--- config.mk ---
export PLATFORM = sky130hd
export DESIGN_NAME = throttle_pid_controller_top
export DESIGN_NICKNAME = d
export VERILOG_FILES = /design/src/sv/tpc_pkg.sv /design/src/sv/tpc_front.sv /design/src/sv/tpc_back.sv /design/src/sv/throttle_pid_controller_top.sv
export SDC_FILE = /design/constraint.sdc
export NUM_CORES = 2
export LEC_CHECK = 0
export BUFFER_PORTS_ARGS = -buffer_cell sky130_fd_sc_hd__clkbuf_2
export CORE_MARGIN = 1
export CORE_UTILIZATION = 50
export DETAILED_ROUTE_END_ITERATION = 8
export GPL_ROUTABILITY_DRIVEN = 0
export PLACE_DENSITY_LB_ADDON = 0.12
export RECOVER_POWER = 100
export SYNTH_ARGS = -nofsm -noshare
export SYNTH_HDL_FRONTEND = slang
export SYNTH_HIERARCHICAL = 1
export SYNTH_SLANG_ARGS = --single-unit
--- constraint.sdc ---
create_clock -name clk -period 10.56 [get_ports clk]
set_input_delay 1.584 -clock clk [delete_from_list [all_inputs] [get_ports clk]]
set_output_delay 1.584 -clock clk [all_outputs]
set_load 0.01 [all_outputs]
--- src/sv/tpc_pkg.sv ---
package tpc_pkg;

  // Fixed-point scaling of the controller output range.
  localparam int ONE_Q24_SHIFT = 24;
  localparam int FULL_SCALE = 255;
  localparam int PEDAL_LOW = 18;
  localparam int PEDAL_SPAN = 84;

  // Default output limits.
  localparam int OUT_MIN_DEF = 0;
  localparam int OUT_MAX_DEF = 255;

  // Configuration register indexes.
  localparam logic [2:0] REG_TPS_MIN   = 3'd0;
  localparam logic [2:0] REG_TPS_MAX   = 3'd1;
  localparam logic [2:0] REG_KP        = 3'd2;
  localparam logic [2:0] REG_KI        = 3'd3;
  localparam logic [2:0] REG_KD        = 3'd4;
  localparam logic [2:0] REG_REVERSE   = 3'd5;
  localparam logic [2:0] REG_PROP_MEAS = 3'd6;

  // Item handed from the front part to the back part.
  typedef struct packed {
    logic signed [8:0]  num_tps;   // tps_sample - tps_min
    logic signed [8:0]  den_tps;   // tps_max - tps_min
    logic signed [10:0] target;
    logic               cal_err;
  } tpc_job_t;

endpackage

--- src/sv/tpc_front.sv ---
module tpc_front (
  input  logic              clk,
  input  logic              rst,
  input  logic              in_valid,
  output logic              in_stall,
  input  logic [7:0]        tps_sample,
  input  logic [7:0]        pedal_sample,
  input  logic [7:0]        tps_min,
  input  logic [7:0]        tps_max,
  output logic              job_valid,
  input  logic              job_take,
  output tpc_pkg::tpc_job_t job
);
  import tpc_pkg::*;

  // Reciprocal of the pedal span, exact for every 16-bit magnitude that can occur.
  localparam int PEDAL_RECIP_SHIFT = 24;
  localparam logic [33:0] PEDAL_RECIP =
    34'(((1 << PEDAL_RECIP_SHIFT) + PEDAL_SPAN - 1) / PEDAL_SPAN);

  // Two-entry queue between front and back.
  tpc_job_t   q [2];
  logic [1:0] count;
  logic       wptr;
  logic       rptr;
  tpc_job_t   fresh;
  logic       ped_neg;
  logic [7:0] ped_mag;
  logic [15:0] ped_num;
  logic [33:0] ped_recip;
  logic [10:0] ped_q;
  logic       push;
  logic       pop;

  // Pedal target: scale the magnitude, divide by reciprocal multiplication, restore the
  // sign so the quotient truncates toward zero.
  always_comb begin
    ped_neg   = pedal_sample < 8'(PEDAL_LOW);
    ped_mag   = ped_neg ? 8'(PEDAL_LOW) - pedal_sample : pedal_sample - 8'(PEDAL_LOW);
    ped_num   = 16'(ped_mag) * 16'(FULL_SCALE);
    ped_recip = 34'(ped_num) * PEDAL_RECIP;
    ped_q     = 11'(ped_recip >> PEDAL_RECIP_SHIFT);
    fresh.num_tps = signed'({1'b0, tps_sample}) - signed'({1'b0, tps_min});
    fresh.den_tps = signed'({1'b0, tps_max}) - signed'({1'b0, tps_min});
    fresh.target  = ped_neg ? -ped_q : ped_q;
    fresh.cal_err = (tps_max == tps_min);
  end

  assign in_stall  = (count == 2'd2);
  assign push      = in_valid && !in_stall;
  assign job_valid = (count != 2'd0);
  assign pop       = job_valid && job_take;
  assign job       = q[rptr];

  // Queue storage and pointers.
  always_ff @(posedge clk) begin
    if (push) begin
      q[wptr] <= fresh;
    end
    if (rst) begin
      count <= 2'd0;
      wptr  <= 1'b0;
      rptr  <= 1'b0;
    end else begin
      if (push) wptr <= ~wptr;
      if (pop) rptr <= ~rptr;
      count <= count + 2'(push) - 2'(pop);
    end
  end

endmodule

--- src/sv/tpc_back.sv ---
module tpc_back #(
  parameter int OUT_MIN = tpc_pkg::OUT_MIN_DEF,
  parameter int OUT_MAX = tpc_pkg::OUT_MAX_DEF
) (
  input  logic              clk,
  input  logic              rst,
  input  logic              job_valid,
  output logic              job_take,
  input  tpc_pkg::tpc_job_t job,
  input  logic [31:0]       kp_gain,
  input  logic [31:0]       ki_gain,
  input  logic [31:0]       kd_gain,
  input  logic              reverse_direction,
  input  logic              prop_on_measurement,
  output logic              out_valid,
  input  logic              out_stall,
  output logic [7:0]        drive_value,
  output logic [16:0]       throttle_position,
  output logic [10:0]       target_position,
  output logic              calibration_error
);
  import tpc_pkg::*;

  localparam logic signed [51:0] LO_Q = 52'(OUT_MIN) <<< ONE_Q24_SHIFT;
  localparam logic signed [51:0] HI_Q = 52'(OUT_MAX) <<< ONE_Q24_SHIFT;

  typedef enum logic [2:0] {
    S_IDLE, S_DIV, S_MUL, S_INT, S_OUT, S_HOLD
  } state_t;

  state_t state;
  logic [4:0]  bit_cnt;
  logic [16:0] rem;
  logic [16:0] quo;
  logic [16:0] dvd;
  logic [8:0]  dvs;
  logic        neg_q;
  logic signed [17:0] position;
  logic signed [17:0] prev_pos;
  logic        primed;
  logic signed [10:0] target;
  logic        cal_err;
  logic signed [39:0] integ;
  logic [1:0]  mul_sel;
  logic signed [51:0] p_kp_e, p_ki_e, p_kp_d, p_kd_d;
  logic signed [51:0] acc_int;
  logic signed [51:0] acc_out;
  logic signed [51:0] int_clamped;
  logic signed [51:0] out_clamped;
  logic signed [18:0] err_v, dpos_v, mul_b;
  logic signed [32:0] mul_a;
  logic signed [51:0] mul_p;
  logic [16:0] rem_try;
  logic [16:0] rem_sh;

  // Error and derivative operands.
  always_comb begin
    err_v  = 19'(target) - 19'(position);
    dpos_v = 19'(position) - 19'(prev_pos);
  end

  // One shared multiplier, operand chosen by step.
  always_comb begin
    unique case (mul_sel)
      2'd0: begin mul_a = 33'(signed'(kp_gain)); mul_b = err_v; end
      2'd1: begin mul_a = 33'(signed'(ki_gain)); mul_b = err_v; end
      2'd2: begin mul_a = 33'(signed'(kp_gain)); mul_b = dpos_v; end
      default: begin mul_a = 33'(signed'(kd_gain)); mul_b = dpos_v; end
    endcase
    if (reverse_direction) mul_a = -mul_a;
    mul_p = 52'(mul_a * 52'(mul_b));
  end

  // Restoring divider step.
  always_comb begin
    rem_sh  = {rem[15:0], dvd[16]};
    rem_try = rem_sh - 17'(dvs);
  end

  // Integral and output clamping.
  always_comb begin
    acc_int = 52'(integ) + p_ki_e - (prop_on_measurement ? p_kp_d : 52'sd0);
    if (acc_int > HI_Q) int_clamped = HI_Q;
    else if (acc_int < LO_Q) int_clamped = LO_Q;
    else int_clamped = acc_int;
    acc_out = (prop_on_measurement ? 52'sd0 : p_kp_e) + 52'(integ) - p_kd_d;
    if (acc_out > HI_Q) out_clamped = HI_Q;
    else if (acc_out < LO_Q) out_clamped = LO_Q;
    else out_clamped = acc_out;
  end

  assign job_take  = (state == S_IDLE) && job_valid;
  assign out_valid = (state == S_HOLD);

  // Sequencer: divide 17 steps, four multiplies, integrate, output.
  always_ff @(posedge clk) begin
    if (rst) begin
      state    <= S_IDLE;
      integ    <= '0;
      prev_pos <= '0;
      primed   <= 1'b0;
    end else begin
      unique case (state)
        S_IDLE: begin
          if (job_valid) begin
            target  <= job.target;
            cal_err <= job.cal_err;
            dvd     <= 17'(job.num_tps[8] ? -job.num_tps : job.num_tps) * 17'(FULL_SCALE);
            dvs     <= job.den_tps[8] ? 9'(-job.den_tps) : 9'(job.den_tps);
            neg_q   <= job.num_tps[8] ^ job.den_tps[8];
            rem     <= '0;
            quo     <= '0;
            bit_cnt <= 5'd0;
            state   <= S_DIV;
          end
        end
        S_DIV: begin
          dvd <= {dvd[15:0], 1'b0};
          if (rem_try[16] == 1'b0) begin
            rem <= rem_try;
            quo <= {quo[15:0], 1'b1};
          end else begin
            rem <= rem_sh;
            quo <= {quo[15:0], 1'b0};
          end
          if (bit_cnt == 5'd16) begin
            state   <= S_MUL;
            mul_sel <= 2'd0;
          end
          bit_cnt <= bit_cnt + 5'd1;
        end
        S_MUL: begin
          if (mul_sel == 2'd0) begin
            // Quotient is ready; fix sign and prime the history.
            if (cal_err) position <= '0;
            else position <= neg_q ? -18'(quo) : 18'(quo);
            if (!primed) begin
              prev_pos <= cal_err ? 18'sd0 : (neg_q ? -18'(quo) : 18'(quo));
              primed   <= 1'b1;
            end
            mul_sel <= 2'd0;
            state   <= S_INT;
          end
        end
        S_INT: begin
          unique case (mul_sel)
            2'd0: p_kp_e <= mul_p;
            2'd1: p_ki_e <= mul_p;
            2'd2: p_kp_d <= mul_p;
            default: p_kd_d <= mul_p;
          endcase
          mul_sel <= mul_sel + 2'd1;
          if (mul_sel == 2'd3) state <= S_OUT;
        end
        S_OUT: begin
          if (bit_cnt[0]) begin
            integ <= int_clamped[39:0];
            bit_cnt <= 5'd0;
          end else begin
            drive_value       <= 8'(out_clamped >>> ONE_Q24_SHIFT);
            throttle_position <= position[16:0];
            target_position   <= target;
            calibration_error <= cal_err;
            prev_pos          <= position;
            state             <= S_HOLD;
          end
        end
        S_HOLD: begin
          if (!out_stall) state <= S_IDLE;
        end
        default: state <= S_IDLE;
      endcase
    end
  end

endmodule

--- src/sv/throttle_pid_controller_top.sv ---
// Throttle PID controller. Each item carries a throttle and a pedal sample and yields one
// result: the drive value, scaled positions and a calibration flag. An item occupies the
// back part from the step that takes it, through 17 steps of the restoring divider for
// the throttle scaling, a step to fix the quotient sign, four passes through one shared
// 33x19 multiplier, an integral step and an output step, to the result being held until
// it is taken; only then is the next item taken. A two-item queue sits in front, so up to
// two items are taken while a result waits.
module throttle_pid_controller_top #(
  parameter int OUT_MIN = tpc_pkg::OUT_MIN_DEF,
  parameter int OUT_MAX = tpc_pkg::OUT_MAX_DEF
) (
  input  logic        clk,
  input  logic        rst,
  input  logic        in_valid,
  output logic        in_stall,
  input  logic [7:0]  tps_sample,
  input  logic [7:0]  pedal_sample,
  output logic        out_valid,
  input  logic        out_stall,
  output logic [7:0]  drive_value,
  output logic [16:0] throttle_position,
  output logic [10:0] target_position,
  output logic        calibration_error,
  input  logic        cfg_valid,
  output logic        cfg_ready,
  input  logic [2:0]  cfg_index,
  input  logic [31:0] cfg_data
);
  import tpc_pkg::*;

  logic [7:0]  tps_min, tps_max;
  logic [31:0] kp_gain, ki_gain, kd_gain;
  logic        reverse_direction, prop_on_measurement;
  logic        job_valid, job_take;
  tpc_job_t    job;

  assign cfg_ready = 1'b1;

  // Configuration registers.
  always_ff @(posedge clk) begin
    if (rst) begin
      tps_min             <= 8'd0;
      tps_max             <= 8'd255;
      kp_gain             <= 32'd134217728;
      ki_gain             <= 32'd2;
      kd_gain             <= 32'd201326592;
      reverse_direction   <= 1'b0;
      prop_on_measurement <= 1'b0;
    end else if (cfg_valid) begin
      unique case (cfg_index)
        REG_TPS_MIN:   tps_min <= cfg_data[7:0];
        REG_TPS_MAX:   tps_max <= cfg_data[7:0];
        REG_KP:        kp_gain <= cfg_data;
        REG_KI:        ki_gain <= cfg_data;
        REG_KD:        kd_gain <= cfg_data;
        REG_REVERSE:   reverse_direction <= cfg_data[0];
        REG_PROP_MEAS: prop_on_measurement <= cfg_data[0];
        default: ;
      endcase
    end
  end

  tpc_front u_front (
    .clk, .rst, .in_valid, .in_stall, .tps_sample, .pedal_sample,
    .tps_min, .tps_max, .job_valid, .job_take, .job
  );

  tpc_back #(.OUT_MIN(OUT_MIN), .OUT_MAX(OUT_MAX)) u_back (
    .clk, .rst, .job_valid, .job_take, .job,
    .kp_gain, .ki_gain, .kd_gain, .reverse_direction, .prop_on_measurement,
    .out_valid, .out_stall, .drive_value, .throttle_position, .target_position,
    .calibration_error
  );

endmodule

==> impl_metrics.ini <==
[synth]
async_flop_share_pct = 0
synth_compound_area_share_pct = 10.1
avgSynthCellArea_um2 = 9.49
synth_top_family_by_area = adder cells
yosys_warnings = 6
yosys.area_share.adder_pct = 35.6
ys.flop_type = edfxtp_1
seq_area_frac_synth_pct = 24.2
netlist_instances = 6846
synth-xor-area-share_pct = 4.15
syn_area_um2 = 65000
synth_mux_area_share_pct = 2.88
yosys.area_share.simple_pct = 14.2
synth_enable_flop_cells = 402
synthDistinctLibCells = 105
synth_seq_cells = 583

[floorplan]
dieWidth_um = 363
rows = 131
die_h_um = 363
die_area_um2 = 131000
ios = 96
coreArea_um2 = 128000
initial_core_util_pct = 50.7

[global_route]
track_usage_pct = 25.9
antenna_found_initial = 2
grt_pass1_wl_um = 269000
grt_max_degree = 139
grt_pass1_vias = 48900
globalRoute.totalOverflow = 0

[placed_design]
hpwl_um = 136000
place_ws_ps = -745
place.port_buffers = 94
place_area_um2 = 69600

[status]
violations = capacitance limit, slew limit
outcome = finished, violations left

[critical_path]
path_class = in2reg
crit_path_end_kind = flip-flop
cpLargestDelayFamily = adder cells
cp_max_fo = 4
startpoint_type = primary input
cp.required_ps = 10960
crit_top_cell = ha_4
cp_slowest_stage_delay_ps = 560
arrival_ps = 10950
worst_path_max_delay_cell = fa_2
cp_num_buf_inv = 10

[route]
drt_iter0_drc = 3297
vias = 48000
viasPerCell = 5.37
drcViolationCount = 0
wl_per_cell_um = 18.8
drt-total-wl_um = 168000
ant_nets = 0
firstDrtPassIters = 6

[clock_network]
clock_latency_ps = 670
clockRootBuffer = clkbuf_16
tritoncts = yes
cts.clk_slew.worst_paths_ps = 50
cts_buffers = 72
htree_levels = 3
clk_path_buf_depth = 3
cts.sink_count = 583

[cells_and_area]
num-fill-cells = 11400
n_antenna_cell = 0
area_delta_synth_final_pct = 12.2
drive_above_1_share_pct = 10.8
final_area_um2 = 72900
nets = 8553

[sta]
skew_ps = 29.9
period_share_pct = 99.9
worst_slack_ps = 10.9
slew_viol_final = 739
hold_viol = 0
worst_slew_pin_slew_ps = 4430
min_period_ps = 10550
rsz0062_at_grt = true
setup_viol = 0
relSlewSlack_pct = -195
timing.fmax_mhz = 94.8

[hold_path]
min_path_type = reg2reg

[run]
max_cap_violations = 15
## Yosys cell counts, types with 12 or more instances
cell / number / area share (%)
a211oi_1: 29 / 0.33
a21boi_0: 15 / 0.17
a21o_1: 101 / 1.2
a21oi_1: 265 / 2.0
a221oi_1: 12 / 0.16
a22oi_1: 26 / 0.30
a311oi_1: 18 / 0.24
a31oi_1: 37 / 0.36
and2_1: 169 / 1.6
and3_1: 27 / 0.26
buf_2: 24 / 0.18
clkbuf_1: 208 / 1.2
dfxtp_1: 181 / 5.6
edfxtp_1: 402 / 19
fa_1: 839 / 26
ha_1: 508 / 9.8
inv_1: 1267 / 7.3
mux2_2: 38 / 0.66
mux2i_1: 143 / 2.2
nand2_1: 643 / 3.7
nand2b_1: 240 / 2.3
nand3_1: 68 / 0.52
nand4_1: 44 / 0.42
nor2_1: 475 / 2.7
nor2b_1: 53 / 0.51
nor3_1: 54 / 0.42
nor4_1: 24 / 0.23
o211ai_1: 18 / 0.21
o21a_1: 45 / 0.52
o21ai_0: 191 / 1.5
o21ai_1: 14 / 0.11
o21bai_1: 37 / 0.43
o31ai_1: 46 / 0.53
or2_2: 18 / 0.17
or3_1: 25 / 0.24
or4_1: 17 / 0.20
xnor2_1: 190 / 2.6
xor2_1: 112 / 1.5
## what timing repair did
item                                    4_1_cts  5_1_grt
setup buffers                                 1       33
hold buffers                                  0        0
pin swaps                                     2       89
resized for setup                            21      155
endpoints found under the setup margin       50      104
## routing by layer
layer  GRT usage [%]  vias up  wire (µm)
li1                -    22700          -
met1            37.5    23800      79000
met2            41.2     1227      75600
met3            3.16      206       9300
met4            6.47        0       3830
met5               0        -          0
## flip-flops by register name, summed over array words and instances (netlist names), 3 cells and up, named ones only
signal and flops:
kd_gain 32, ki_gain 32, kp_gain 32, tps_max 8, tps_min 8, u_back/bit_cnt 5, u_back/drive_value 8, u_back/dvd 17
u_back/dvs 9, u_back/integ 40, u_back/p_kd_d 52, u_back/p_ki_e 52, u_back/p_kp_d 52, u_back/p_kp_e 52, u_back/position 18, u_back/prev_pos 18
u_back/quo 17, u_back/rem 16, u_back/state 3, u_back/target 11, u_back/target_position 11, u_back/throttle_position 17, u_front/q 60
## cell type report
class,count,area [µm²],area share [%]
multi-input cells,4766,44700,61.3
flip-flops and latches,583,15700,21.5
inverters,1267,4760,6.53
repair buffers,460,3200,4.39
well taps,1729,2160,2.97
clock buffers,93,1980,2.72
clock inverters,37,438,0.601
## cell families after synthesis
group | after synthesis
simple gates | 1921
buf+inv | 1517
fa+ha+maj | 1347
compound gates | 989
flops | 583
xor+xnor | 305
mux | 182
other cells | 2
## through the flow
stage	cells	hold slack, ps	utilization [%]	setup TNS [ps]
2_1_floorplan	6866	424	-	-1540
3_3_place_gp	8771	434	54.3	-19130
3_5_place_dp	8771	439	54.3	-27310
4_1_cts	8902	453	56.3	0
5_1_grt	8935	466	56.9	-10370
6_report	8935	453	56.9	0
## placed cells by master, fill, tap and decap left out, types with 49 or more instances in the layout
| master | netlist | routed |
|---|---|---|
| nand2b_1 | 240 | 240 |
| nand3_1 | 68 | 65 |
| xor2_1 | 112 | 104 |
| nor3_1 | 54 | 49 |
| nor2_1 | 475 | 469 |
| xnor2_1 | 190 | 170 |
| clkbuf_16 | 0 | 74 |
| dfxtp_1 | 181 | 181 |
| mux2i_1 | 143 | 139 |
| inv_1 | 1267 | 1249 |
| buf_4 | 5 | 319 |
| clkbuf_1 | 208 | 80 |
| and2_1 | 169 | 148 |
| nor2b_1 | 53 | 52 |
| fa_1 | 839 | 832 |
| edfxtp_1 | 402 | 402 |
| ha_1 | 508 | 487 |
| o21ai_0 | 191 | 176 |
| nand2_1 | 643 | 640 |
| a21oi_1 | 265 | 242 |
| a21o_1 | 101 | 101 |
| clkbuf_2 | 0 | 52 |
## worst reg2reg max path: cells and delay by family (launching register included)
| kind | cells | cell delay, ps |
|---|---|---|
| AND/OR/NAND/NOR | 9 | 2130 |
| XOR/XNOR | 2 | 740 |
| buffers and inverters | 10 | 1060 |
| AO/OA/AOI/OAI | 8 | 1860 |
| adder cells (fa/ha/maj) | 9 | 3940 |
| flip-flops | 1 | 410 |
## path summary, 6_finish.rpt
kind,startpoint,endpoint,slack [ps],cells past startpoint
max,pedal_sample[0],u_front/q[0][7]$_DFFE_PP_,10,43
min,u_back/target[0]$_DFFE_PP_,u_back/target_position[0]$_DFFE_PP_,450,0
max reg2reg,u_back/mul_sel[0]$_SDFFCE_PN0P_,u_back/p_kp_e[47]$_DFFE_PP_,180,38
min reg2reg,u_back/target[0]$_DFFE_PP_,u_back/target_position[0]$_DFFE_PP_,450,0
Power is left out: the tool's default activity adds up to more than one toggle a clock period on the data nets, which glitch-free logic cannot reach.
